### src/design/s5rp_pkg.sv
// s5rp_pkg: shared types and constants for the SOCKS5 request parser.
// Holds the parse phase and event codes, protocol byte values and the result word.
// No dependencies.
`default_nettype none

package s5rp_pkg;

  typedef enum logic [3:0] {
    PH_GREET_VER     = 4'd0,
    PH_GREET_NM      = 4'd1,
    PH_GREET_METHODS = 4'd2,
    PH_REQ_VER       = 4'd3,
    PH_REQ_CMD       = 4'd4,
    PH_REQ_RSV       = 4'd5,
    PH_REQ_ATYP      = 4'd6,
    PH_DOMLEN        = 4'd7,
    PH_ADDR          = 4'd8,
    PH_PORT_HI       = 4'd9,
    PH_PORT_LO       = 4'd10,
    PH_PAYLOAD       = 4'd11,
    PH_CLOSED        = 4'd12
  } phase_t;

  typedef enum logic [3:0] {
    EV_CONSUMED   = 4'd0,
    EV_GREET      = 4'd1,
    EV_ADDR       = 4'd2,
    EV_CONNECT    = 4'd3,
    EV_ASSOC      = 4'd4,
    EV_SOCKS4     = 4'd5,
    EV_BAD_ATYP   = 4'd6,
    EV_BAD_CMD    = 4'd7,
    EV_PAYLOAD    = 4'd8,
    EV_NOT_SOCKS5 = 4'd9,
    EV_IGNORED    = 4'd10
  } event_t;

  localparam logic [7:0] VER_SOCKS5  = 8'h05;
  localparam logic [7:0] VER_SOCKS4  = 8'h04;
  localparam logic [7:0] ATYP_IPV4   = 8'h01;
  localparam logic [7:0] ATYP_DOMAIN = 8'h03;
  localparam logic [7:0] ATYP_IPV6   = 8'h04;
  localparam logic [7:0] CMD_CONNECT = 8'h01;
  localparam logic [7:0] CMD_ASSOC   = 8'h03;

  localparam logic [1:0] KIND_IPV4   = 2'd0;
  localparam logic [1:0] KIND_DOMAIN = 2'd1;
  localparam logic [1:0] KIND_IPV6   = 2'd2;

  localparam logic [8:0] LEN_IPV4 = 9'd4;
  localparam logic [8:0] LEN_IPV6 = 9'd16;

  typedef struct packed {
    event_t      ev;
    logic [7:0]  data;
    logic [1:0]  kind;
    logic [15:0] port;
  } result_t;

endpackage

`default_nettype wire

### src/design/s5rp_front.sv
// s5rp_front: byte parser; classifies each accepted byte and pushes one result word.
// Depends on s5rp_pkg.
`default_nettype none

module s5rp_front
  import s5rp_pkg::*;
(
  input  wire logic       clk,
  input  wire logic       rst,
  input  wire logic       req_valid,
  output logic            req_stall,
  input  wire logic [7:0] byte_in,
  input  wire logic       session_start,
  input  wire logic       full,
  output logic            push,
  output result_t         push_data
);

  phase_t      phase, phase_next, cur_phase;
  logic [8:0]  field_index, field_index_next, cur_index, index_inc, addr_len;
  logic [7:0]  methods_left, methods_left_next, cur_methods, methods_dec;
  logic [7:0]  command_code, command_code_next, cur_command;
  logic [1:0]  addr_kind, addr_kind_next, cur_kind;
  logic [7:0]  domain_length, domain_length_next, cur_domain;
  logic [15:0] port_accum, port_accum_next, cur_port;
  event_t      ev;
  logic [7:0]  bout;
  logic [15:0] port_out;
  logic        accept;

  assign accept    = req_valid & ~full;
  assign req_stall = full;

  // a session start sees the parser as just reset
  assign cur_phase   = session_start ? PH_GREET_VER : phase;
  assign cur_index   = session_start ? 9'd0 : field_index;
  assign cur_methods = session_start ? 8'd0 : methods_left;
  assign cur_command = session_start ? 8'd0 : command_code;
  assign cur_kind    = session_start ? KIND_IPV4 : addr_kind;
  assign cur_domain  = session_start ? 8'd0 : domain_length;
  assign cur_port    = session_start ? 16'd0 : port_accum;

  assign index_inc   = cur_index + 9'd1;
  assign methods_dec = cur_methods - 8'd1;
  assign addr_len    = (cur_kind == KIND_IPV4) ? LEN_IPV4 :
                       (cur_kind == KIND_IPV6) ? LEN_IPV6 : {1'b0, cur_domain};

  always_comb begin
    case (cur_phase)
      PH_GREET_VER: begin
        phase_next = (byte_in == VER_SOCKS5) ? PH_GREET_NM : PH_CLOSED;
      end
      PH_GREET_NM: begin
        phase_next = (byte_in == 8'd0) ? PH_REQ_VER : PH_GREET_METHODS;
      end
      PH_GREET_METHODS: begin
        phase_next = (methods_dec == 8'd0) ? PH_REQ_VER : PH_GREET_METHODS;
      end
      PH_REQ_VER: begin
        phase_next = (byte_in == VER_SOCKS5) ? PH_REQ_CMD : PH_CLOSED;
      end
      PH_REQ_CMD:  phase_next = PH_REQ_RSV;
      PH_REQ_RSV:  phase_next = PH_REQ_ATYP;
      PH_REQ_ATYP: begin
        if (byte_in == ATYP_IPV4 || byte_in == ATYP_IPV6) phase_next = PH_ADDR;
        else if (byte_in == ATYP_DOMAIN) phase_next = PH_DOMLEN;
        else phase_next = PH_CLOSED;
      end
      PH_DOMLEN: begin
        phase_next = (byte_in == 8'd0) ? PH_PORT_HI : PH_ADDR;
      end
      PH_ADDR: begin
        phase_next = (index_inc >= addr_len) ? PH_PORT_HI : PH_ADDR;
      end
      PH_PORT_HI: phase_next = PH_PORT_LO;
      PH_PORT_LO: begin
        phase_next = (cur_command == CMD_CONNECT) ? PH_PAYLOAD : PH_CLOSED;
      end
      PH_PAYLOAD: phase_next = PH_PAYLOAD;
      default:    phase_next = PH_CLOSED;
    endcase
  end

  always_comb begin
    ev                 = EV_CONSUMED;
    bout               = 8'd0;
    port_out           = 16'd0;
    field_index_next   = cur_index;
    methods_left_next  = cur_methods;
    command_code_next  = cur_command;
    addr_kind_next     = cur_kind;
    domain_length_next = cur_domain;
    port_accum_next    = cur_port;
    case (cur_phase)
      PH_GREET_VER, PH_REQ_VER: begin
        if (byte_in == VER_SOCKS5) ev = EV_CONSUMED;
        else if (byte_in == VER_SOCKS4) ev = EV_SOCKS4;
        else ev = EV_NOT_SOCKS5;
      end
      PH_GREET_NM: begin
        methods_left_next = byte_in;
        if (byte_in == 8'd0) ev = EV_GREET;
      end
      PH_GREET_METHODS: begin
        methods_left_next = methods_dec;
        if (methods_dec == 8'd0) ev = EV_GREET;
      end
      PH_REQ_CMD: command_code_next = byte_in;
      PH_REQ_RSV: ev = EV_CONSUMED;
      PH_REQ_ATYP: begin
        field_index_next = 9'd0;
        if (byte_in == ATYP_IPV4) addr_kind_next = KIND_IPV4;
        else if (byte_in == ATYP_DOMAIN) addr_kind_next = KIND_DOMAIN;
        else if (byte_in == ATYP_IPV6) addr_kind_next = KIND_IPV6;
        else ev = EV_BAD_ATYP;
      end
      PH_DOMLEN: domain_length_next = byte_in;
      PH_ADDR: begin
        ev               = EV_ADDR;
        bout             = byte_in;
        field_index_next = index_inc;
      end
      PH_PORT_HI: port_accum_next = {byte_in, 8'd0};
      PH_PORT_LO: begin
        port_accum_next = {cur_port[15:8], byte_in};
        if (cur_command == CMD_ASSOC) begin
          ev       = EV_ASSOC;
          port_out = {cur_port[15:8], byte_in};
        end else if (cur_command == CMD_CONNECT) begin
          ev       = EV_CONNECT;
          port_out = {cur_port[15:8], byte_in};
        end else begin
          ev = EV_BAD_CMD;
        end
      end
      PH_PAYLOAD: begin
        ev   = EV_PAYLOAD;
        bout = byte_in;
      end
      default: ev = EV_IGNORED;
    endcase
  end

  always_ff @(posedge clk) begin
    if (rst) begin
      phase         <= PH_GREET_VER;
      field_index   <= 9'd0;
      methods_left  <= 8'd0;
      command_code  <= 8'd0;
      addr_kind     <= KIND_IPV4;
      domain_length <= 8'd0;
      port_accum    <= 16'd0;
    end else if (accept) begin
      phase         <= phase_next;
      field_index   <= field_index_next;
      methods_left  <= methods_left_next;
      command_code  <= command_code_next;
      addr_kind     <= addr_kind_next;
      domain_length <= domain_length_next;
      port_accum    <= port_accum_next;
    end
  end

  assign push           = accept;
  assign push_data.ev   = ev;
  assign push_data.data = bout;
  assign push_data.kind = addr_kind_next;
  assign push_data.port = port_out;

endmodule

`default_nettype wire

### src/design/s5rp_queue.sv
// s5rp_queue: small result-word FIFO between the parser and the output stage.
// Depends on s5rp_pkg.
`default_nettype none

module s5rp_queue
  import s5rp_pkg::*;
#(
  parameter int DEPTH = 4
) (
  input  wire logic    clk,
  input  wire logic    rst,
  input  wire logic    push,
  input  wire result_t push_data,
  output logic         full,
  input  wire logic    pop,
  output logic         not_empty,
  output result_t      pop_data
);

  localparam int AW = (DEPTH > 1) ? $clog2(DEPTH) : 1;
  localparam int CW = $clog2(DEPTH + 1);
  localparam logic [AW-1:0] LAST = AW'(DEPTH - 1);
  localparam logic [CW-1:0] FULL_COUNT = CW'(DEPTH);

  result_t       mem [DEPTH];
  logic [AW-1:0] wr_ptr, rd_ptr;
  logic [CW-1:0] count;
  logic          do_push, do_pop;

  assign full      = (count == FULL_COUNT);
  assign not_empty = (count != '0);
  assign do_push   = push & ~full;
  assign do_pop    = pop & not_empty;
  assign pop_data  = mem[rd_ptr];

  always_ff @(posedge clk) begin
    if (do_push) begin
      mem[wr_ptr] <= push_data;
    end
  end

  always_ff @(posedge clk) begin
    if (rst) begin
      wr_ptr <= '0;
      rd_ptr <= '0;
      count  <= '0;
    end else begin
      if (do_push) wr_ptr <= (wr_ptr == LAST) ? '0 : wr_ptr + AW'(1);
      if (do_pop)  rd_ptr <= (rd_ptr == LAST) ? '0 : rd_ptr + AW'(1);
      if (do_push && !do_pop) count <= count + CW'(1);
      else if (!do_push && do_pop) count <= count - CW'(1);
    end
  end

endmodule

`default_nettype wire

### src/design/s5rp_back.sv
// s5rp_back: output register; drains the FIFO and presents result words downstream.
// Depends on s5rp_pkg.
`default_nettype none

module s5rp_back
  import s5rp_pkg::*;
(
  input  wire logic    clk,
  input  wire logic    rst,
  input  wire logic    not_empty,
  input  wire result_t pop_data,
  output logic         pop,
  output logic         res_valid,
  input  wire logic    res_stall,
  output logic [3:0]   event_res,
  output logic [7:0]   byte_out,
  output logic [1:0]   address_kind,
  output logic [15:0]  dest_port
);

  result_t hold;

  assign pop = not_empty & (~res_valid | ~res_stall);

  always_ff @(posedge clk) begin
    if (rst) begin
      res_valid <= 1'b0;
    end else if (pop) begin
      res_valid <= 1'b1;
    end else if (!res_stall) begin
      res_valid <= 1'b0;
    end
  end

  always_ff @(posedge clk) begin
    if (pop) begin
      hold <= pop_data;
    end
  end

  assign event_res    = hold.ev;
  assign byte_out     = hold.data;
  assign address_kind = hold.kind;
  assign dest_port    = hold.port;

endmodule

`default_nettype wire

### src/design/socks5_request_parser.sv
// socks5_request_parser: SOCKS5 greeting and request parser, one client byte per word.
// Depends on s5rp_pkg, s5rp_front, s5rp_queue, s5rp_back.
//
//   channel  dir  handshake              payload
//   req      in   req_valid/req_stall    byte_in, session_start
//   res      out  res_valid/res_stall    event_res, byte_out, address_kind, dest_port
//
// One byte per cycle in while req_stall is low, one result word per byte out, set by the parse FSM.
// A byte's result word passes the queue, then the output register, before res_valid rises; res_stall can hold it back.
// Synchronous reset clears the parser, the queue and res_valid; the held result word is not reset.
// req_stall rises only when the QUEUE_DEPTH-word queue is full.
`default_nettype none

module socks5_request_parser
  import s5rp_pkg::*;
#(
  parameter int QUEUE_DEPTH = 4
) (
  input  wire logic        clk,
  input  wire logic        rst,
  input  wire logic        req_valid,
  output logic             req_stall,
  input  wire logic [7:0]  byte_in,
  input  wire logic        session_start,
  output logic             res_valid,
  input  wire logic        res_stall,
  output logic [3:0]       event_res,
  output logic [7:0]       byte_out,
  output logic [1:0]       address_kind,
  output logic [15:0]      dest_port
);

  logic    push, full, pop, not_empty;
  result_t push_data, pop_data;

  s5rp_front u_front (
    .clk           (clk),
    .rst           (rst),
    .req_valid     (req_valid),
    .req_stall     (req_stall),
    .byte_in       (byte_in),
    .session_start (session_start),
    .full          (full),
    .push          (push),
    .push_data     (push_data)
  );

  s5rp_queue #(
    .DEPTH (QUEUE_DEPTH)
  ) u_queue (
    .clk       (clk),
    .rst       (rst),
    .push      (push),
    .push_data (push_data),
    .full      (full),
    .pop       (pop),
    .not_empty (not_empty),
    .pop_data  (pop_data)
  );

  s5rp_back u_back (
    .clk          (clk),
    .rst          (rst),
    .not_empty    (not_empty),
    .pop_data     (pop_data),
    .pop          (pop),
    .res_valid    (res_valid),
    .res_stall    (res_stall),
    .event_res    (event_res),
    .byte_out     (byte_out),
    .address_kind (address_kind),
    .dest_port    (dest_port)
  );

endmodule

`default_nettype wire
### config.mk
export PLATFORM = sky130hd
export DESIGN_NAME = socks5_request_parser
export DESIGN_NICKNAME = d
export VERILOG_FILES = /design/src/design/s5rp_pkg.sv /design/src/design/s5rp_front.sv /design/src/design/s5rp_queue.sv /design/src/design/s5rp_back.sv /design/src/design/socks5_request_parser.sv
export SDC_FILE = /design/constraint.sdc
export NUM_CORES = 1
export LEC_CHECK = 0
export BUFFER_PORTS_ARGS = -buffer_cell sky130_fd_sc_hd__buf_2
export CORE_MARGIN = 2
export CORE_UTILIZATION = 55
export DETAILED_ROUTE_END_ITERATION = 12
export HOLD_SLACK_MARGIN = 0.06
export MAX_ROUTING_LAYER = met4
export PLACE_DENSITY = 0.76
export SYNTH_ARGS = -nofsm -noshare
export SYNTH_HDL_FRONTEND = slang
export SYNTH_HIERARCHICAL = 1
export SYNTH_SLANG_ARGS = --single-unit
### constraint.sdc
create_clock -name clk -period 3.6 [get_ports clk]
set_input_delay 0.54 -clock clk [delete_from_list [all_inputs] [get_ports clk]]
set_output_delay 0.54 -clock clk [all_outputs]
set_load 0.02 [all_outputs]
Word-level counts from Yosys, hierarchy flattened --
Memory sizes are Yosys's and may differ from the RTL's. A register that Yosys moved wholly into a read port is not among the register bits. Cells that the tools add are included. Widths: inputs -> output; s select.
Word-level totals: flip-flop bits (word level) 55, word-level logic and storage cells 113, memory bits (writable) 120, bits of input ports 13, memories kept 1, output and inout bits 32
Memory list:
- u_queue.mem | words 4, width 30, rd ports 1, clocked after Yosys merged registers in 1, write ports 1, line s5rp_queue.sv:25 | result_t mem [DEPTH];
Cells by class: add/sub/neg operators 6, $lt $le $gt $ge 1, mux-type cells 50, reduce and logical (&&, ||, !) cells 14, bitwise operators 8, equal/unequal tests 22
Operator list (number):
- $mux 16 | 4
- $mux 8 | 7
- $pmux 4 s12 | 1
- $mux 4 | 10
- $pmux 16 s2 | 1
- $pmux 4 s8 | 1
- $mux 9 | 2
- $pmux 9 s2 | 1
- $eq 4x3->1 const B | 4
- $eq 4x4->1 const B | 4
- $eq 8x1->1 const B | 2
- $eq 8x2->1 const B | 2
- $eq 8x3->1 const B | 2
- $logic_not 8->1 | 2
- $pmux 8 s2 | 1
- $mux 3 | 5
- $mux 2 | 7
- $mux 1 | 10
- $add 9x1->9 const B | 1
- $ge 9x9->1 | 1
- $eq 4x2->1 const B | 2
- $sub 8x1->8 const B | 1
- $eq 2x2->1 const B | 3
- $add 2x1->2 const B | 2
- other kinds (17) | 25

Depth between registers and ports, before layout --
Gate-level depths: netlist of the first run.
word-level depth 8, gate-level depth with buffers 15, mapped depth without buffers 12

Cells and area by module --
The synthesis of the first run kept the hierarchy.
Modules (own cells, without submodules):
- s5rp_queue | cells an instance 206, times used 1, seq. area each 3783.6 µm², area an instance 4809.6 µm²
- s5rp_front | cells an instance 417, times used 1, seq. area each 940.9 µm², area an instance 3176.8 µm²
- s5rp_back | cells an instance 34, times used 1, seq. area each 920.9 µm², area an instance 937.1 µm²

Worst setup path after synthesis of the first run --
Ideal clock, no wire load.
path type register to register, start point register u_queue.count[0], end point register u_queue.count[2], data required time 3.530 ns, stages on the path, launching flop included 10, period minus slack after synthesis 3.500 ns, arrival 3.430 ns, path buffers 0, setup slack 0.100 ns, setup time 0.070 ns, cells stage by stage dfxtp_1 -> or3_1 -> a21boi_1 -> o31ai_2 -> ha_1 -> inv_1 -> fa_1 -> xor2_1 -> or3_1 -> a21oi_1
Between the ends: elaborated cells on any way between the ends 16, those cells by class add/sub: 2; eq/ne: 1; mux: 2; bitwise: 5; reduce/logical: 6
RTL lines:
- start, declared | line s5rp_queue.sv:27 | logic [CW-1:0] count;
- start signal, assigned | line s5rp_queue.sv:50 | if (do_push && !do_pop) count <= count + CW'(1);
- start signal, assigned | line s5rp_queue.sv:51 | else if (!do_push && do_pop) count <= count - CW'(1);
- $reduce_bool 3->1 (*) | line s5rp_queue.sv:31 | assign not_empty = (count != '0);
- named net not_empty | line socks5_request_parser.sv:33 | logic push, full, pop, not_empty;
- $and 1x1->1 (*) | line s5rp_back.sv:23 | assign pop = not_empty & (~res_valid | ~res_stall);
- named net pop | line socks5_request_parser.sv:33
- $and 1x1->1 (*) | line s5rp_queue.sv:33 | assign do_pop = pop & not_empty;
- $logic_not 1->1 | line s5rp_queue.sv:50
- $logic_and 1x1->1 | line s5rp_queue.sv:50
- $mux 3 / $reduce_bool 2->1 (equally long branches)
Mark *: on every way through the listed nets, which the timed path passes. The rest lies on a longest branch. The select of a mux whose other input is x is not followed. A chain may end at the register's enable or synchronous reset.

Final worst setup path of the first run --
start point register u_queue.count[0], end point register u_queue.count[2]
Between the ends: word-level cells in the longest chain between the ends 7, elaborated cells on any way between the ends 16, those cells by class add/sub: 2; eq/ne: 1; mux: 2; bitwise: 5; reduce/logical: 6
RTL lines:
- $eq 3x3->1 (*) | line s5rp_queue.sv:30 | assign full = (count == FULL_COUNT);
- $not 1->1 (*) | line s5rp_front.sv:31 | assign accept = req_valid & ~full;
- $and 1x1->1 (*) | line s5rp_front.sv:31
- named net push | line socks5_request_parser.sv:33
- $and 1x1->1 (*) | line s5rp_queue.sv:32 | assign do_push = push & ~full;
- named net u_queue.do_push | line s5rp_queue.sv:28 | logic do_push, do_pop;
- $logic_not 1->1 | line s5rp_queue.sv:51
- $logic_and 1x1->1 | line s5rp_queue.sv:51
- $reduce_bool 2->1 (no source line)
Marks and branches as above.

==> report_table.html, run 1 <==
<table>
<tr><th>Metric</th><th>Value</th></tr>
<tr><th colspan="2">Run status</th></tr>
<tr><td>Status</td><td>complete, no violations</td></tr>
<tr><th colspan="2">Clocking</th></tr>
<tr><td>Clock latency of the later-clocked register in the worst-skew pair</td><td>0.48 ns</td></tr>
<tr><td>TritonCTS clock tree</td><td>yes</td></tr>
<tr><td>Number of setup buffers added after CTS</td><td>0</td></tr>
<tr><td>Hold bufs inserted after CTS</td><td>0</td></tr>
<tr><td>Post-cts sizing count</td><td>0</td></tr>
<tr><td>Clock-pin slew of the registers on the worst-case setup and hold paths</td><td>0.06 ns</td></tr>
<tr><td>H-tree lvl count</td><td>1</td></tr>
<tr><td>Bufs on Longest Clock Path</td><td>3</td></tr>
<tr><td>Clock sink total</td><td>207</td></tr>
<tr><td>Cell at the root of the clock tree</td><td>sky130_fd_sc_hd__clkbuf_16</td></tr>
<tr><td>CTS buffer count</td><td>21</td></tr>
<tr><th colspan="2">Placement</th></tr>
<tr><td>Placed wire-length estimate</td><td>11,100 µm</td></tr>
<tr><td>Placed Cells incl. Taps</td><td>893</td></tr>
<tr><td>PortBufs</td><td>44</td></tr>
<tr><td>RD Place Congestion</td><td>0.916</td></tr>
<tr><th colspan="2">Power</th></tr>
<tr><td>Cell internal pwr</td><td>4840 µW</td></tr>
<tr><td>Pwr dens</td><td>679 nW/µm²</td></tr>
<tr><td>Proportion of power drawn by the clock network</td><td>0.299</td></tr>
<tr><td>Sw Share</td><td>0.283</td></tr>
<tr><td>Sequential cell fraction of total power</td><td>0.489</td></tr>
<tr><td>Peak supply drop</td><td>351 µV</td></tr>
<tr><td>Leakage component of the power</td><td>0.00347 µW</td></tr>
<tr><td>Combinational share of power</td><td>0.212</td></tr>
<tr><td>Switching power total</td><td>1910 µW</td></tr>
<tr><th colspan="2">STA</th></tr>
<tr><td>Count of endpoints failing hold in the final timing report</td><td>0</td></tr>
<tr><td>Transition time at the pin with the least slew margin</td><td>1.10 ns</td></tr>
<tr><td>Tcrit/Tclk final</td><td>0.785</td></tr>
<tr><td>Min Clock Period, post-route</td><td>2.82 ns</td></tr>
<tr><td>Endpoints failing setup</td><td>0</td></tr>
<tr><td>Maximum frequency from static timing analysis</td><td>354 MHz</td></tr>
<tr><td>Largest clock skew in the final design</td><td>0.0136 ns</td></tr>
<tr><td>Setup repair after global routing missed its margin</td><td>no</td></tr>
<tr><td>Headroom to the max-slew limit</td><td>0.266</td></tr>
<tr><td>Setup Total Neg Slack</td><td>0 ns</td></tr>
<tr><td>Final Max Slew Viols</td><td>0</td></tr>
<tr><th colspan="2">Final layout</th></tr>
<tr><td>Diodes inserted</td><td>0</td></tr>
<tr><td>Share of post-route cells with drive strength above 1</td><td>0.185</td></tr>
<tr><td>Synthesis-to-finish area growth</td><td>11.4%</td></tr>
<tr><td>Commonest non-fill, non-tap cell in the layout</td><td>sky130_fd_sc_hd__edfxtp_1</td></tr>
<tr><td>Most frequent cells in the layout</td><td>150 x sky130_fd_sc_hd__edfxtp_1, 76 x sky130_fd_sc_hd__nor2_1, 55 x sky130_fd_sc_hd__dfxtp_1</td></tr>
<tr><td>Post-layout instance count excluding filler cells</td><td>930</td></tr>
<tr><td>Nets</td><td>731</td></tr>
<tr><td>Filler cells</td><td>1,195</td></tr>
<tr><th colspan="2">Floorplan</th></tr>
<tr><td>Width of the die</td><td>131 µm</td></tr>
<tr><td>Die Height</td><td>131 µm</td></tr>
<tr><td>Area of the die</td><td>17,300 µm²</td></tr>
<tr><td>Number of placement rows</td><td>46</td></tr>
<tr><td>Top-level I/O count</td><td>45</td></tr>
<tr><td>Placeable core region</td><td>15,900 µm²</td></tr>
<tr><td>Initial cell density of the core</td><td>0.562</td></tr>
<tr><th colspan="2">Route</th></tr>
<tr><td>DRC errors left</td><td>0</td></tr>
<tr><td>Highest layer used for signal routing</td><td>met4</td></tr>
<tr><td>Total wire length after detailed routing</td><td>18,200 µm</td></tr>
<tr><td>Number of detailed-route iterations in the first pass</td><td>6</td></tr>
<tr><td>Via count</td><td>5,560</td></tr>
<tr><td>Routed met3 length</td><td>978 µm</td></tr>
<tr><td>Antenna-violating nets left</td><td>0</td></tr>
<tr><td>Met2 routed wirelength</td><td>9240 µm</td></tr>
<tr><td>Met1 wire length</td><td>7640 µm</td></tr>
<tr><td>Avg WL per Cell</td><td>19.6 µm</td></tr>
<tr><td>Iteration-0 DRC Markers</td><td>478</td></tr>
<tr><td>Routed vias/inst</td><td>5.98</td></tr>
<tr><th colspan="2">Global route</th></tr>
<tr><td>Total overflow reported by the global router</td><td>0</td></tr>
<tr><td>Maximum number of pins on one net before global-route repair</td><td>57</td></tr>
<tr><td>Initial antenna violation count</td><td>0</td></tr>
<tr><td>Overall global routing resource usage</td><td>0.220</td></tr>
<tr><td>Wire length of the first global-routing pass</td><td>29,400 µm</td></tr>
<tr><td>Via count of the first global-routing pass</td><td>5,655</td></tr>
<tr><th colspan="2">Yosys</th></tr>
<tr><td>Post-synth top area share</td><td>0.505</td></tr>
<tr><td>Number of synthesis warnings</td><td>6</td></tr>
<tr><td>Mapped Area</td><td>8920 µm²</td></tr>
<tr><td>Leading area contributor after synthesis</td><td>sky130_fd_sc_hd__edfxtp_1</td></tr>
<tr><td>Seq cells post-synth</td><td>207</td></tr>
<tr><td>Sequential cell area fraction in the yosys report</td><td>0.633</td></tr>
<tr><td>Number of distinct library cells after synthesis</td><td>72</td></tr>
<tr><td>Instance count of the mapped netlist</td><td>657</td></tr>
<tr><td>Top cells by area, synth</td><td>sky130_fd_sc_hd__edfxtp_1 50%, sky130_fd_sc_hd__dfxtp_1 13%, sky130_fd_sc_hd__mux4_2 7.6%, sky130_fd_sc_hd__nor2_1 3.2%, sky130_fd_sc_hd__a22oi_1 2.9%</td></tr>
<tr><td>Share of synthesized registers carrying an async set or reset</td><td>0</td></tr>
<tr><td>Most used flip-flop cell after synthesis</td><td>sky130_fd_sc_hd__edfxtp_1</td></tr>
<tr><td>Number of enable flip-flop cells after synthesis</td><td>150</td></tr>
<tr><td>Syn_nets</td><td>688</td></tr>
<tr><td>Avg Inst Size Synth</td><td>13.6 µm²</td></tr>
<tr><th colspan="2">Hold path</th></tr>
<tr><td>Worst hold path class</td><td>in -&gt; reg</td></tr>
<tr><th colspan="2">Critical path</th></tr>
<tr><td>Crit-path max FO</td><td>7</td></tr>
<tr><td>Cell with the largest stage delay on the worst path</td><td>sky130_fd_sc_hd__dfxtp_1</td></tr>
<tr><td>Worst path arrival time</td><td>3.22 ns</td></tr>
<tr><td>Critical path class</td><td>reg -&gt; reg</td></tr>
<tr><td>Kind of end point of the critical path</td><td>register</td></tr>
<tr><td>CP peak stage delay</td><td>0.45 ns</td></tr>
<tr><td>Launching element type of the critical path</td><td>register</td></tr>
<tr><td>CP cell instances</td><td>or3b_1 -&gt; clkinv_4 -&gt; nand2b_1 -&gt; clkinv_1 -&gt; bufinv_8 -&gt; nor2_2 -&gt; ha_1 -&gt; inv_1 -&gt; fa_1 -&gt; xor2_1 -&gt; or3_1 -&gt; a21oi_1</td></tr>
<tr><td>CP Data Required Time</td><td>4.00 ns</td></tr>
<tr><th colspan="2">Flow run</th></tr>
<tr><td>Count of maximum capacitance violations</td><td>0</td></tr>
</table>
## worst max-delay path, delay by kind of cell (launching register included)
family / cells / cell delay [ns]
buffers and inverters: 4 / 0.39
AND/OR/NAND/NOR: 4 / 0.97
flip-flops: 1 / 0.45
XOR/XNOR: 1 / 0.19
AO/OA/AOI/OAI: 1 / 0.16
adder cells (fa/ha/maj): 2 / 0.58
## path summary, 6_finish.rpt
check	from	cells after the start	slack, ns	endpoint
hold / removal	res_stall	3	0.35	u_back/res_valid$_SDFFE_PP0P_
setup reg to reg	u_queue/count[0]$_SDFFE_PP0P_	12	0.78	u_queue/count[2]$_SDFFE_PP0P_
hold reg to reg	u_front/domain_length[0]$_SDFFE_PP0P_	2	0.50	u_front/domain_length[0]$_SDFFE_PP0P_
setup / recovery	u_queue/count[0]$_SDFFE_PP0P_	12	0.78	u_queue/count[2]$_SDFFE_PP0P_
## state kept, by name (all words and copies together), names as in the netlist, named ones only
signal,count
u_front/field_index,9
u_back/byte_out,8
u_queue/count,3
u_back/event_res,4
u_front/domain_length,8
u_front/methods_left,8
u_queue/mem,120
u_front/port_accum,8
u_back/address_kind,2
u_queue/wr_ptr,2
u_front/command_code,8
u_queue/rd_ptr,2
u_front/phase,4
u_back/res_valid,1
u_front/addr_kind,2
u_back/dest_port,16
## routing by layer
metal	GRT usage	up-vias
li1	-	2574
met1	0.283	2760
met2	0.374	196
met3	0.0282	30
met4	0.0598	0
met5	-	-
## kinds of logic after synthesis
kind of cell	synth area share
buffers and inverters	0.0318
adder cells (fa/ha/maj)	0.0261
AO/OA/AOI/OAI	0.0883
multiplexers	0.0802
XOR/XNOR	0.0147
AND/OR/NAND/NOR	0.126
flip-flops	0.633
## cell type report
type | count | area, µm² | share of cell area
inverter | 14 | 71.3 | 0.00717
multi-input combinational | 401 | 3010 | 0.302
sequential | 207 | 5650 | 0.568
clock buffer | 31 | 593 | 0.0596
tap | 216 | 270 | 0.0272
timing repair buffer | 55 | 303 | 0.0305
clock inverter | 6 | 52.6 | 0.00529
## cells in the mapped netlist, types with 8 or more instances
master / number
sky130_fd_sc_hd__edfxtp_1: 150
sky130_fd_sc_hd__nor2_1: 76
sky130_fd_sc_hd__dfxtp_1: 57
sky130_fd_sc_hd__a22oi_1: 34
sky130_fd_sc_hd__nand2_1: 33
sky130_fd_sc_hd__mux4_2: 30
sky130_fd_sc_hd__a21oi_1: 28
sky130_fd_sc_hd__and2_1: 21
sky130_fd_sc_hd__clkbuf_1: 18
sky130_fd_sc_hd__ha_1: 17
sky130_fd_sc_hd__nor3_1: 17
sky130_fd_sc_hd__o21ai_0: 16
sky130_fd_sc_hd__nand2b_1: 13
sky130_fd_sc_hd__inv_1: 11
sky130_fd_sc_hd__nand3_1: 8
sky130_fd_sc_hd__or3_1: 8
sky130_fd_sc_hd__xnor2_1: 8
## power groups by stage
stage	Sequential, µW	Combinational [µW]	Clock, µW
3_5_place_dp	3360	1430	0
4_1_cts	3320	1440	2050
5_1_grt	3360	1540	2160
2_1_floorplan	3450	899	0
3_3_place_gp	3340	1390	0
6_report	3300	1430	2020
## through the flow
| stage | utilization | setup slack (ns) | hold slack, ns | power [µW] | area (µm²) |
|---|---|---|---|---|---|
| floorplan | - | 0.0999 | 0.457 | 4350 | 8920 |
| global placement | 0.585 | 0.656 | 0.471 | 4730 | 9300 |
| detailed placement | 0.585 | 0.606 | 0.483 | 4800 | 9300 |
| CTS | 0.626 | 0.760 | 0.341 | 6820 | 9940 |
| global route | 0.626 | 0.573 | 0.365 | 7050 | 9940 |
| finish | 0.626 | 0.775 | 0.347 | 6750 | 9940 |
Note: power is estimated with default switching activity, not from simulation.
==> run 2, diff against run 1 <==
==> constraint.sdc (replaced) <==
create_clock -name clk -period 2.5 [get_ports clk]
set_input_delay 0.375 -clock clk [delete_from_list [all_inputs] [get_ports clk]]
set_output_delay 0.375 -clock clk [all_outputs]
set_load 0.02 [all_outputs]
==> run 2 against run 1 <==
  * Power increased by 52%
  * Core utilization grew 2.8 points
  * Die area did not move
  * Combinational power up 66%
  * First-iteration DRC count rose by 32%
==> report_table.html, run 2 (synthesis results as in run 1) <==
<table>
<tr><th>Metric</th><th>Value</th></tr>
<tr><th colspan="2">Critical path</th></tr>
<tr><td>Cell with the largest stage delay on the worst path</td><td>sky130_fd_sc_hd__dfxtp_2</td></tr>
<tr><td>Worst R2R Setup Slack</td><td>0.09 ns (-0.68 ns)</td></tr>
<tr><td>Top delay family on crit path</td><td>simple AND/OR/NAND/NOR gates</td></tr>
<tr><td>CP cell instances</td><td>or3b_4 -&gt; clkinv_4 -&gt; nand2b_4 -&gt; clkinv_4 -&gt; bufinv_8 -&gt; nor2_4 -&gt; ha_2 -&gt; inv_1 -&gt; fa_2 -&gt; xor2_1 -&gt; or3_1 -&gt; a21oi_2</td></tr>
<tr><td>Kind of end point of the critical path</td><td>register</td></tr>
<tr><td>Crit-path max FO</td><td>5 (-2)</td></tr>
<tr><td>CP peak stage delay</td><td>0.34 ns (-0.11 ns)</td></tr>
<tr><td>Bufs and invs on worst path</td><td>4 (unchanged)</td></tr>
<tr><td>Worst path arrival time</td><td>2.83 ns (-0.39 ns)</td></tr>
<tr><td>Critical path class</td><td>reg -&gt; reg</td></tr>
<tr><td>Most used cell along the critical path</td><td>sky130_fd_sc_hd__clkinv_4</td></tr>
<tr><td>CP Data Required Time</td><td>2.92 ns (-1.08 ns)</td></tr>
<tr><td>Launching element type of the critical path</td><td>register</td></tr>
<tr><th colspan="2">Clocking</th></tr>
<tr><td>TritonCTS clock tree</td><td>yes</td></tr>
<tr><td>Hold bufs inserted after CTS</td><td>0 (unchanged)</td></tr>
<tr><td>Clock sink total</td><td>207 (unchanged)</td></tr>
<tr><td>Cell at the root of the clock tree</td><td>sky130_fd_sc_hd__clkbuf_16</td></tr>
<tr><td>Clock-pin slew of the registers on the worst-case setup and hold paths</td><td>0.05 ns (about the same)</td></tr>
<tr><td>H-tree lvl count</td><td>1 (unchanged)</td></tr>
<tr><td>CTS buffer count</td><td>22 (+4.8%)</td></tr>
<tr><td>Clock latency of the later-clocked register in the worst-skew pair</td><td>0.50 ns (+0.02 ns)</td></tr>
<tr><td>Bufs on Longest Clock Path</td><td>3 (unchanged)</td></tr>
<tr><th colspan="2">Route</th></tr>
<tr><td>Number of detailed-route iterations in the first pass</td><td>5 (-1)</td></tr>
<tr><td>DRC errors left</td><td>0 (unchanged)</td></tr>
<tr><td>Via count</td><td>5,762 (+3.6%)</td></tr>
<tr><td>Antenna-violating nets left</td><td>0 (unchanged)</td></tr>
<tr><td>Routed vias/inst</td><td>5.96 (-0.33%)</td></tr>
<tr><td>Avg WL per Cell</td><td>20.8 µm (+6.2%)</td></tr>
<tr><td>Iteration-0 DRC Markers</td><td>633 (+32%)</td></tr>
<tr><td>Total wire length after detailed routing</td><td>20,100 µm (+10%)</td></tr>
<tr><th colspan="2">Final layout</th></tr>
<tr><td>Flip-flop count of the largest register after layout</td><td>120 (unchanged)</td></tr>
<tr><td>Filler cells</td><td>1,165 (-2.5%)</td></tr>
<tr><td>Commonest non-fill, non-tap cell in the layout</td><td>sky130_fd_sc_hd__edfxtp_1</td></tr>
<tr><td>Synthesis-to-finish area growth</td><td>16.3%</td></tr>
<tr><td>Post-layout instance count excluding filler cells</td><td>967 (+4.0%)</td></tr>
<tr><td>Nets</td><td>766 (+4.8%)</td></tr>
<tr><td>Most frequent cells in the layout</td><td>150 x sky130_fd_sc_hd__edfxtp_1, 76 x sky130_fd_sc_hd__nor2_1, 51 x sky130_fd_sc_hd__dfxtp_1</td></tr>
<tr><td>Share of post-route cells with drive strength above 1</td><td>0.253 (+0.0681)</td></tr>
<tr><td>Register ranked first by flip-flop count</td><td>u_queue/mem</td></tr>
<tr><td>Diodes inserted</td><td>0 (unchanged)</td></tr>
<tr><td>Area of the multi-input gates</td><td>3070 µm² (+2.1%)</td></tr>
<tr><td>Sequential cell area</td><td>5660 µm² (+0.13%)</td></tr>
<tr><th colspan="2">Hold path</th></tr>
<tr><td>Worst hold path class</td><td>in -&gt; reg</td></tr>
<tr><th colspan="2">STA</th></tr>
<tr><td>Min Clock Period, post-route</td><td>2.41 ns (-0.416 ns)</td></tr>
<tr><td>Setup Total Neg Slack</td><td>0 ns (unchanged)</td></tr>
<tr><td>Count of endpoints failing hold in the final timing report</td><td>0 (unchanged)</td></tr>
<tr><td>Final Max Slew Viols</td><td>0 (unchanged)</td></tr>
<tr><td>Maximum frequency from static timing analysis</td><td>415 MHz (+17%)</td></tr>
<tr><td>Setup repair after global routing missed its margin</td><td>no</td></tr>
<tr><td>Endpoints failing setup</td><td>0 (unchanged)</td></tr>
<tr><td>Largest clock skew in the final design</td><td>0.00796 ns (-0.00560 ns)</td></tr>
<tr><td>Tcrit/Tclk final</td><td>0.963 (+0.179)</td></tr>
<tr><td>Transition time at the pin with the least slew margin</td><td>1.00 ns (-0.101 ns)</td></tr>
<tr><td>Headroom to the max-slew limit</td><td>0.328 (+0.0619)</td></tr>
<tr><th colspan="2">Global route</th></tr>
<tr><td>Via count of the first global-routing pass</td><td>5,950 (+5.2%)</td></tr>
<tr><td>Wire length of the first global-routing pass</td><td>32,200 µm (+9.5%)</td></tr>
<tr><td>Total overflow reported by the global router</td><td>0 (unchanged)</td></tr>
<tr><td>Maximum number of pins on one net before global-route repair</td><td>36 (-37%)</td></tr>
<tr><td>Initial antenna violation count</td><td>0 (unchanged)</td></tr>
<tr><td>Overall global routing resource usage</td><td>0.243 (+0.0233)</td></tr>
<tr><th colspan="2">Run status</th></tr>
<tr><td>Status</td><td>complete, no violations</td></tr>
<tr><th colspan="2">Power</th></tr>
<tr><td>Switching power total</td><td>2960 µW (+55%)</td></tr>
<tr><td>Peak supply drop</td><td>609 µV (+74%)</td></tr>
<tr><td>Proportion of power drawn by the clock network</td><td>0.317 (+0.018)</td></tr>
<tr><td>Leakage component of the power</td><td>0.00370 µW (+6.5%)</td></tr>
<tr><td>Sequential cell fraction of total power</td><td>0.451 (-0.038)</td></tr>
<tr><td>Cell internal pwr</td><td>7310 µW (+51%)</td></tr>
<tr><td>Pwr dens</td><td>989 nW/µm² (+46%)</td></tr>
<tr><td>Sw Share</td><td>0.288 (+0.00526)</td></tr>
<tr><td>Combinational share of power</td><td>0.232 (+0.020)</td></tr>
<tr><th colspan="2">Floorplan</th></tr>
<tr><td>Width of the die</td><td>131 µm (unchanged)</td></tr>
<tr><td>Initial cell density of the core</td><td>0.562 (unchanged)</td></tr>
<tr><td>Placeable core region</td><td>15,900 µm² (unchanged)</td></tr>
<tr><td>Number of placement rows</td><td>46 (unchanged)</td></tr>
<tr><td>Top-level I/O count</td><td>45 (unchanged)</td></tr>
<tr><td>Die Height</td><td>131 µm (unchanged)</td></tr>
<tr><td>Area of the die</td><td>17,300 µm² (unchanged)</td></tr>
<tr><th colspan="2">Flow run</th></tr>
<tr><td>Count of maximum capacitance violations</td><td>0 (unchanged)</td></tr>
<tr><th colspan="2">Placement</th></tr>
<tr><td>PortBufs</td><td>44 (unchanged)</td></tr>
<tr><td>RD Place Congestion</td><td>0.895 (-2.3%)</td></tr>
<tr><td>Placed wire-length estimate</td><td>12,400 µm (+11%)</td></tr>
<tr><td>Placed Cells incl. Taps</td><td>925 (+3.6%)</td></tr>
</table>
## run 2: cell types whose count changed in the layout (fill, tap and decap cells not counted), sizes merged
cell / before / now
buf: 55 / 89
clkbuf: 31 / 33
inv: 11 / 12
## run 2: power by group through the flow
stage	Clock (µW)	Combinational (µW)	Sequential, µW
global placement	0	2280	4640
floorplan	0	1330	4970
CTS	3300	2400	4640
detailed placement	0	2370	4690
global route	3420	2570	4690
finish	3260	2380	4630
## run 2: stage by stage
stage / total power (µW) / hold slack, ns / cell area (µm²) / setup slack (ns) / utilization
3_3_place_gp: 6920 / 0.466 / 9590 / -0.0520 / 0.604
2_1_floorplan: 6290 / 0.447 / 9010 / -0.198 / -
5_1_grt: 10700 / 0.232 / 10400 / 0.00581 / 0.654
3_5_place_dp: 7050 / 0.482 / 9590 / -0.130 / 0.604
6_report: 10300 / 0.207 / 10400 / 0.0918 / 0.654
4_1_cts: 10300 / 0.210 / 10400 / 0.0297 / 0.652
## run 2: worst reg2reg max path, stage by stage, from the launching register on
cell	delay (ns)
sky130_fd_sc_hd__dfxtp_2	0.34
sky130_fd_sc_hd__or3b_4	0.26
sky130_fd_sc_hd__clkinv_4	0.05
sky130_fd_sc_hd__nand2b_4	0.15
sky130_fd_sc_hd__clkinv_4	0.05
sky130_fd_sc_hd__bufinv_8	0.16
sky130_fd_sc_hd__nor2_4	0.11
sky130_fd_sc_hd__ha_2	0.19
sky130_fd_sc_hd__inv_1	0.06
sky130_fd_sc_hd__fa_2	0.34
sky130_fd_sc_hd__xor2_1	0.18
sky130_fd_sc_hd__or3_1	0.33
sky130_fd_sc_hd__a21oi_2	0.13
## run 2: worst paths after layout
| check | from | to | depth (start not counted) |
|---|---|---|---|
| setup reg to reg | u_queue/count[2]$_SDFFE_PP0P_ | u_queue/count[2]$_SDFFE_PP0P_ | 12 |
| hold reg to reg | u_front/domain_length[0]$_SDFFE_PP0P_ | u_front/domain_length[0]$_SDFFE_PP0P_ | 2 |
| hold / removal | res_stall | u_back/res_valid$_SDFFE_PP0P_ | 3 |
| setup / recovery | u_queue/count[2]$_SDFFE_PP0P_ | u_queue/count[2]$_SDFFE_PP0P_ | 12 |
## run 2: cell type report
class,instances,area share
flip-flops and latches,207,0.545
multi-input cells,401,0.296
clock buffers,33,0.0640
repair buffers,89,0.0550
well taps,216,0.0260
clock inverters,7,0.00735
inverters,14,0.00735
## run 2: timing repair
action                     in CTS  in global routing
buffers inserted                1                  1
hold endpoints to repair        0                  0
setup endpoints to repair       1                  3
pin swaps                       0                  3
gates resized for setup         4                  6
## run 2: layer usage
layer / up-vias / GRT usage / part of all wire
met3: 42 / 0.0340 / 0.058
met2: 210 / 0.414 / 0.51
li1: 2650 / - / -
met4: 0 / 0.0809 / 0.025
met1: 2860 / 0.304 / 0.41
met5: - / - / 0
==> run 3, diff against run 2 <==
--- a/config.mk
+++ b/config.mk
@@ -5,13 +5,14 @@
 export SDC_FILE = /design/constraint.sdc
 export NUM_CORES = 1
 export LEC_CHECK = 0
-export BUFFER_PORTS_ARGS = -buffer_cell sky130_fd_sc_hd__buf_2
+export ABC_AREA = 1
 export CORE_MARGIN = 2
-export CORE_UTILIZATION = 55
+export CORE_UTILIZATION = 57
 export DETAILED_ROUTE_END_ITERATION = 12
+export DONT_BUFFER_PORTS = 1
 export HOLD_SLACK_MARGIN = 0.06
 export MAX_ROUTING_LAYER = met4
-export PLACE_DENSITY = 0.76
+export PLACE_DENSITY = 0.75
 export SYNTH_ARGS = -nofsm -noshare
 export SYNTH_HDL_FRONTEND = slang
 export SYNTH_HIERARCHICAL = 1
==> run 3 against run 2 <==
  * Area after synthesis is 6.4% higher
  * Final area is 0.58% higher
  * Core utilization is 1.7 points lower
  * Clock-buffer cell count shrank 4
  * Die area grew 2.6%
  * Power rose by 7.1%
  * Hold slack worse by 0.12 ns
  * Setup slack improved by 0.19 ns
  * Fmax up 8.5%
  * Global-route usage decreased by 1.4 points
==> report_table.html, run 3 <==
<table>
<tr><th>Metric</th><th>Value</th></tr>
<tr><th colspan="2">Run status</th></tr>
<tr><td>Status</td><td>complete, no violations</td></tr>
<tr><th colspan="2">STA</th></tr>
<tr><td>Final Max Slew Viols</td><td>0 (unchanged)</td></tr>
<tr><td>Transition time at the pin with the least slew margin</td><td>0.667 ns (-0.333 ns)</td></tr>
<tr><td>Endpoints failing setup</td><td>0 (unchanged)</td></tr>
<tr><td>Setup Total Neg Slack</td><td>0 ns (unchanged)</td></tr>
<tr><td>Headroom to the max-slew limit</td><td>0.555 (+0.227)</td></tr>
<tr><td>Count of endpoints failing hold in the final timing report</td><td>0 (unchanged)</td></tr>
<tr><td>Tcrit/Tclk final</td><td>0.888 (-0.0754)</td></tr>
<tr><td>Setup repair after global routing missed its margin</td><td>no</td></tr>
<tr><td>PnR worst setup slack</td><td>0.280 ns (+0.189 ns)</td></tr>
<tr><td>Maximum frequency from static timing analysis</td><td>451 MHz (+8.5%)</td></tr>
<tr><td>Largest clock skew in the final design</td><td>0.0173 ns (+0.00934 ns)</td></tr>
<tr><td>Min Clock Period, post-route</td><td>2.22 ns (-0.189 ns)</td></tr>
<tr><th colspan="2">Final layout</th></tr>
<tr><td>Share of post-route cells with drive strength above 1</td><td>0.132 (-0.121)</td></tr>
<tr><td>Post-layout utilization of the core</td><td>0.636 (-0.0171)</td></tr>
<tr><td>Flip-flop count of the largest register after layout</td><td>120 (unchanged)</td></tr>
<tr><td>Synthesis-to-finish area growth</td><td>9.92%</td></tr>
<tr><td>Commonest non-fill, non-tap cell in the layout</td><td>sky130_fd_sc_hd__edfxtp_1</td></tr>
<tr><td>Post-layout instance count excluding filler cells</td><td>1,176 (+22%)</td></tr>
<tr><td>Filler cells</td><td>1,287 (+10%)</td></tr>
<tr><td>Diodes inserted</td><td>0 (unchanged)</td></tr>
<tr><td>Nets</td><td>971 (+27%)</td></tr>
<tr><td>Most frequent cells in the layout</td><td>150 x sky130_fd_sc_hd__edfxtp_1, 126 x sky130_fd_sc_hd__nand2_1, 115 x sky130_fd_sc_hd__nor2_1</td></tr>
<tr><td>Register ranked first by flip-flop count</td><td>u_queue/mem</td></tr>
<tr><th colspan="2">Flow run</th></tr>
<tr><td>Count of maximum capacitance violations</td><td>0 (unchanged)</td></tr>
<tr><th colspan="2">Global route</th></tr>
<tr><td>Wire length of the first global-routing pass</td><td>31,700 µm (-1.6%)</td></tr>
<tr><td>Via count of the first global-routing pass</td><td>6,285 (+5.6%)</td></tr>
<tr><td>Initial antenna violation count</td><td>0 (unchanged)</td></tr>
<tr><td>Total overflow reported by the global router</td><td>0 (unchanged)</td></tr>
<tr><td>Maximum number of pins on one net before global-route repair</td><td>61 (+69%)</td></tr>
<tr><td>Overall global routing resource usage</td><td>0.230 (-0.0136)</td></tr>
<tr><th colspan="2">Yosys</th></tr>
<tr><td>Mapped Area</td><td>9500 µm² (+6.4%)</td></tr>
<tr><td>Sequential cell area fraction in the yosys report</td><td>0.594 (-0.0383)</td></tr>
<tr><td>Number of enable flip-flop cells after synthesis</td><td>150 (unchanged)</td></tr>
<tr><td>Syn_nets</td><td>963 (+40%)</td></tr>
<tr><td>Leading area contributor after synthesis</td><td>sky130_fd_sc_hd__edfxtp_1</td></tr>
<tr><td>Number of synthesis warnings</td><td>6 (unchanged)</td></tr>
<tr><td>Share of synthesized registers carrying an async set or reset</td><td>0 (unchanged)</td></tr>
<tr><td>Top cells by area, synth</td><td>sky130_fd_sc_hd__edfxtp_1 47%, sky130_fd_sc_hd__dfxtp_1 12%, sky130_fd_sc_hd__nand2_1 5.0%, sky130_fd_sc_hd__nor2_1 4.8%, sky130_fd_sc_hd__inv_1 3.8%</td></tr>
<tr><td>Top cell types by occurrence after synthesis</td><td>150 x sky130_fd_sc_hd__edfxtp_1, 126 x sky130_fd_sc_hd__nand2_1, 121 x sky130_fd_sc_hd__nor2_1</td></tr>
<tr><td>Post-synth top area share</td><td>0.474 (-0.0306)</td></tr>
<tr><td>Number of distinct library cells after synthesis</td><td>43 (-40%)</td></tr>
<tr><td>Most numerous cell in the Yosys netlist</td><td>sky130_fd_sc_hd__edfxtp_1</td></tr>
<tr><td>Avg Inst Size Synth</td><td>10.2 µm² (-25%)</td></tr>
<tr><td>Instance count of the mapped netlist</td><td>932 (+42%)</td></tr>
<tr><td>Seq cells post-synth</td><td>207 (unchanged)</td></tr>
<tr><td>Most used flip-flop cell after synthesis</td><td>sky130_fd_sc_hd__edfxtp_1</td></tr>
<tr><th colspan="2">Floorplan</th></tr>
<tr><td>Initial cell density of the core</td><td>0.579 (+0.0172)</td></tr>
<tr><td>Width of the die</td><td>133 µm (+1.3%)</td></tr>
<tr><td>Top-level I/O count</td><td>45 (unchanged)</td></tr>
<tr><td>Area of the die</td><td>17,700 µm² (+2.6%)</td></tr>
<tr><td>Die Height</td><td>133 µm (+1.3%)</td></tr>
<tr><td>Number of placement rows</td><td>47 (+2.2%)</td></tr>
<tr><td>Placeable core region</td><td>16,400 µm² (+3.3%)</td></tr>
<tr><th colspan="2">Route</th></tr>
<tr><td>Iteration-0 DRC Markers</td><td>522 (-18%)</td></tr>
<tr><td>Number of detailed-route iterations in the first pass</td><td>5 (unchanged)</td></tr>
<tr><td>Via count</td><td>6,559 (+14%)</td></tr>
<tr><td>Routed vias/inst</td><td>5.58 (-6.4%)</td></tr>
<tr><td>Avg WL per Cell</td><td>16.5 µm (-21%)</td></tr>
<tr><td>DRC errors left</td><td>0 (unchanged)</td></tr>
<tr><td>Antenna-violating nets left</td><td>0 (unchanged)</td></tr>
<tr><td>Total wire length after detailed routing</td><td>19,400 µm (-3.5%)</td></tr>
<tr><th colspan="2">Hold path</th></tr>
<tr><td>Worst hold path class</td><td>in -&gt; reg</td></tr>
<tr><th colspan="2">Placement</th></tr>
<tr><td>Placed Cells incl. Taps</td><td>1,131 (+22%)</td></tr>
<tr><td>PortBufs</td><td>0 (-100%)</td></tr>
<tr><td>Placed wire-length estimate</td><td>12,100 µm (-2.6%)</td></tr>
<tr><td>RD Place Congestion</td><td>0.964 (+7.8%)</td></tr>
<tr><td>Worst setup slack before clock tree synthesis</td><td>0.241 ns (+0.371 ns)</td></tr>
<tr><th colspan="2">Clocking</th></tr>
<tr><td>H-tree lvl count</td><td>1 (unchanged)</td></tr>
<tr><td>TritonCTS clock tree</td><td>yes</td></tr>
<tr><td>Clock sink total</td><td>207 (unchanged)</td></tr>
<tr><td>Cell at the root of the clock tree</td><td>sky130_fd_sc_hd__clkbuf_16</td></tr>
<tr><td>Bufs on Longest Clock Path</td><td>3 (unchanged)</td></tr>
<tr><td>CTS buffer count</td><td>22 (unchanged)</td></tr>
<tr><td>Clock-pin slew of the registers on the worst-case setup and hold paths</td><td>0.06 ns (about the same)</td></tr>
<tr><td>Clock latency of the later-clocked register in the worst-skew pair</td><td>0.49 ns (about the same)</td></tr>
<tr><td>Number of setup buffers added after CTS</td><td>0 (-1)</td></tr>
<tr><th colspan="2">Critical path</th></tr>
<tr><td>CP cell instances</td><td>inv_1 -&gt; nor2_2 -&gt; ha_1 -&gt; nand2_1 -&gt; nor3_1 -&gt; xor2_1 -&gt; ha_1 -&gt; nand2_1 -&gt; inv_1 -&gt; nand2_1 -&gt; nand2_1 -&gt; nand2_1 -&gt; nand2_1 -&gt; nand2_1 -&gt; nand3_1 -&gt; nand2_1 -&gt; a21oi_2</td></tr>
<tr><td>Bufs and invs on worst path</td><td>2 (-2)</td></tr>
<tr><td>CP Data Required Time</td><td>2.86 ns (-0.06 ns)</td></tr>
<tr><td>CP peak stage delay</td><td>0.32 ns (-0.02 ns)</td></tr>
<tr><td>Kind of end point of the critical path</td><td>register</td></tr>
<tr><td>Crit-path max FO</td><td>3 (-2)</td></tr>
<tr><td>Critical path class</td><td>reg -&gt; reg</td></tr>
<tr><td>Worst path arrival time</td><td>2.58 ns (-0.25 ns)</td></tr>
<tr><td>Launching element type of the critical path</td><td>register</td></tr>
<tr><td>Cell with the largest stage delay on the worst path</td><td>sky130_fd_sc_hd__dfxtp_1</td></tr>
<tr><td>Most used cell along the critical path</td><td>sky130_fd_sc_hd__nand2_1</td></tr>
<tr><td>Top delay family on crit path</td><td>simple AND/OR/NAND/NOR gates</td></tr>
<tr><th colspan="2">Power</th></tr>
<tr><td>Power, Total</td><td>11,000 µW (+7.1%)</td></tr>
<tr><td>Peak supply drop</td><td>536 µV (-12%)</td></tr>
<tr><td>Leakage component of the power</td><td>0.00392 µW (+5.9%)</td></tr>
<tr><td>Pwr dens</td><td>1050 nW/µm² (+6.4%)</td></tr>
</table>
run 3: changes by cell type in the layout (fill, tap and decap cells not counted), sizes merged, moves of 33 or more:
cell   change
nand2    +108
inv       +98
o21ai     +78
buf       -68
nor2      +65
o22ai     +34
a22oi     -33
run 3: cell type report:
cell class              instances  area, µm²  share of cell area
flip-flops and latches        207       5650               0.541
clock buffers                  29        618              0.0592
clock inverters                11       90.1             0.00863
inverters                     109        424              0.0406
repair buffers                 26        245              0.0235
multi-input cells             574       3140               0.301
well taps                     220        275              0.0264
run 3: logic make-up after synthesis:
family                     after synthesis  synth area share
xor gates and xnor gates                 3           0.00277
and+or+nand+nor                        332             0.163
buffers and inverters                  151            0.0782
AOI/OAI and AO/OA                      221             0.137
adders and majority gates               18            0.0245
DFF                                    207             0.594
run 3: routing by layer:
layer | vias up | GRT usage | wire (µm)
met1 | 3066 | 0.293 | 8380
li1 | 3247 | - | -
met4 | 0 | 0.0875 | 537
met3 | 43 | 0.0388 | 1270
met2 | 203 | 0.373 | 9230
met5 | - | - | 0
run 3: what timing repair did:
item | 4_1_cts | 5_1_grt
gates resized for setup | 0 | 1
hold buffers | 5 | 0
setup endpoints to repair | 0 | 1
hold endpoints to repair | 11 | 0
run 3: worst paths after layout:
| kind | start | end | slack (ns) | cells after the start |
|---|---|---|---|---|
| min reg2reg | u_front/domain_length[2]$_SDFFE_PP0P_ | u_front/domain_length[2]$_SDFFE_PP0P_ | 0.46 | 2 |
| max | u_front/field_index[0]$_SDFFE_PP0P_ | u_front/phase[0]$_SDFFE_PP0P_ | 0.28 | 17 |
| max reg2reg | u_front/field_index[0]$_SDFFE_PP0P_ | u_front/phase[0]$_SDFFE_PP0P_ | 0.28 | 17 |
| min | session_start | u_front/field_index[2]$_SDFFE_PP0P_ | 0.09 | 3 |
run 3: tightest hold or removal path: cells and delay by family:
kind	cells	cell delay, ns
simple gates	2	0.07
compound gates	1	0.06
run 3: power breakdown:
| group | internal (µW) | switching (µW) | total [µW] |
|---|---|---|---|
| clock | 1850 | 1260 | 3110 |
| sequential | 4640 | 618 | 5260 |
| combinational | 847 | 1780 | 2620 |
run 3: stage by stage:
stage,hold slack (ns),instance area [µm²]
after floorplan,0.436,9520
after global routing,0.0984,10400
after CTS,0.0659,10400
after global placement,0.439,9680
after detailed placement,0.441,9680
final,0.0853,10400
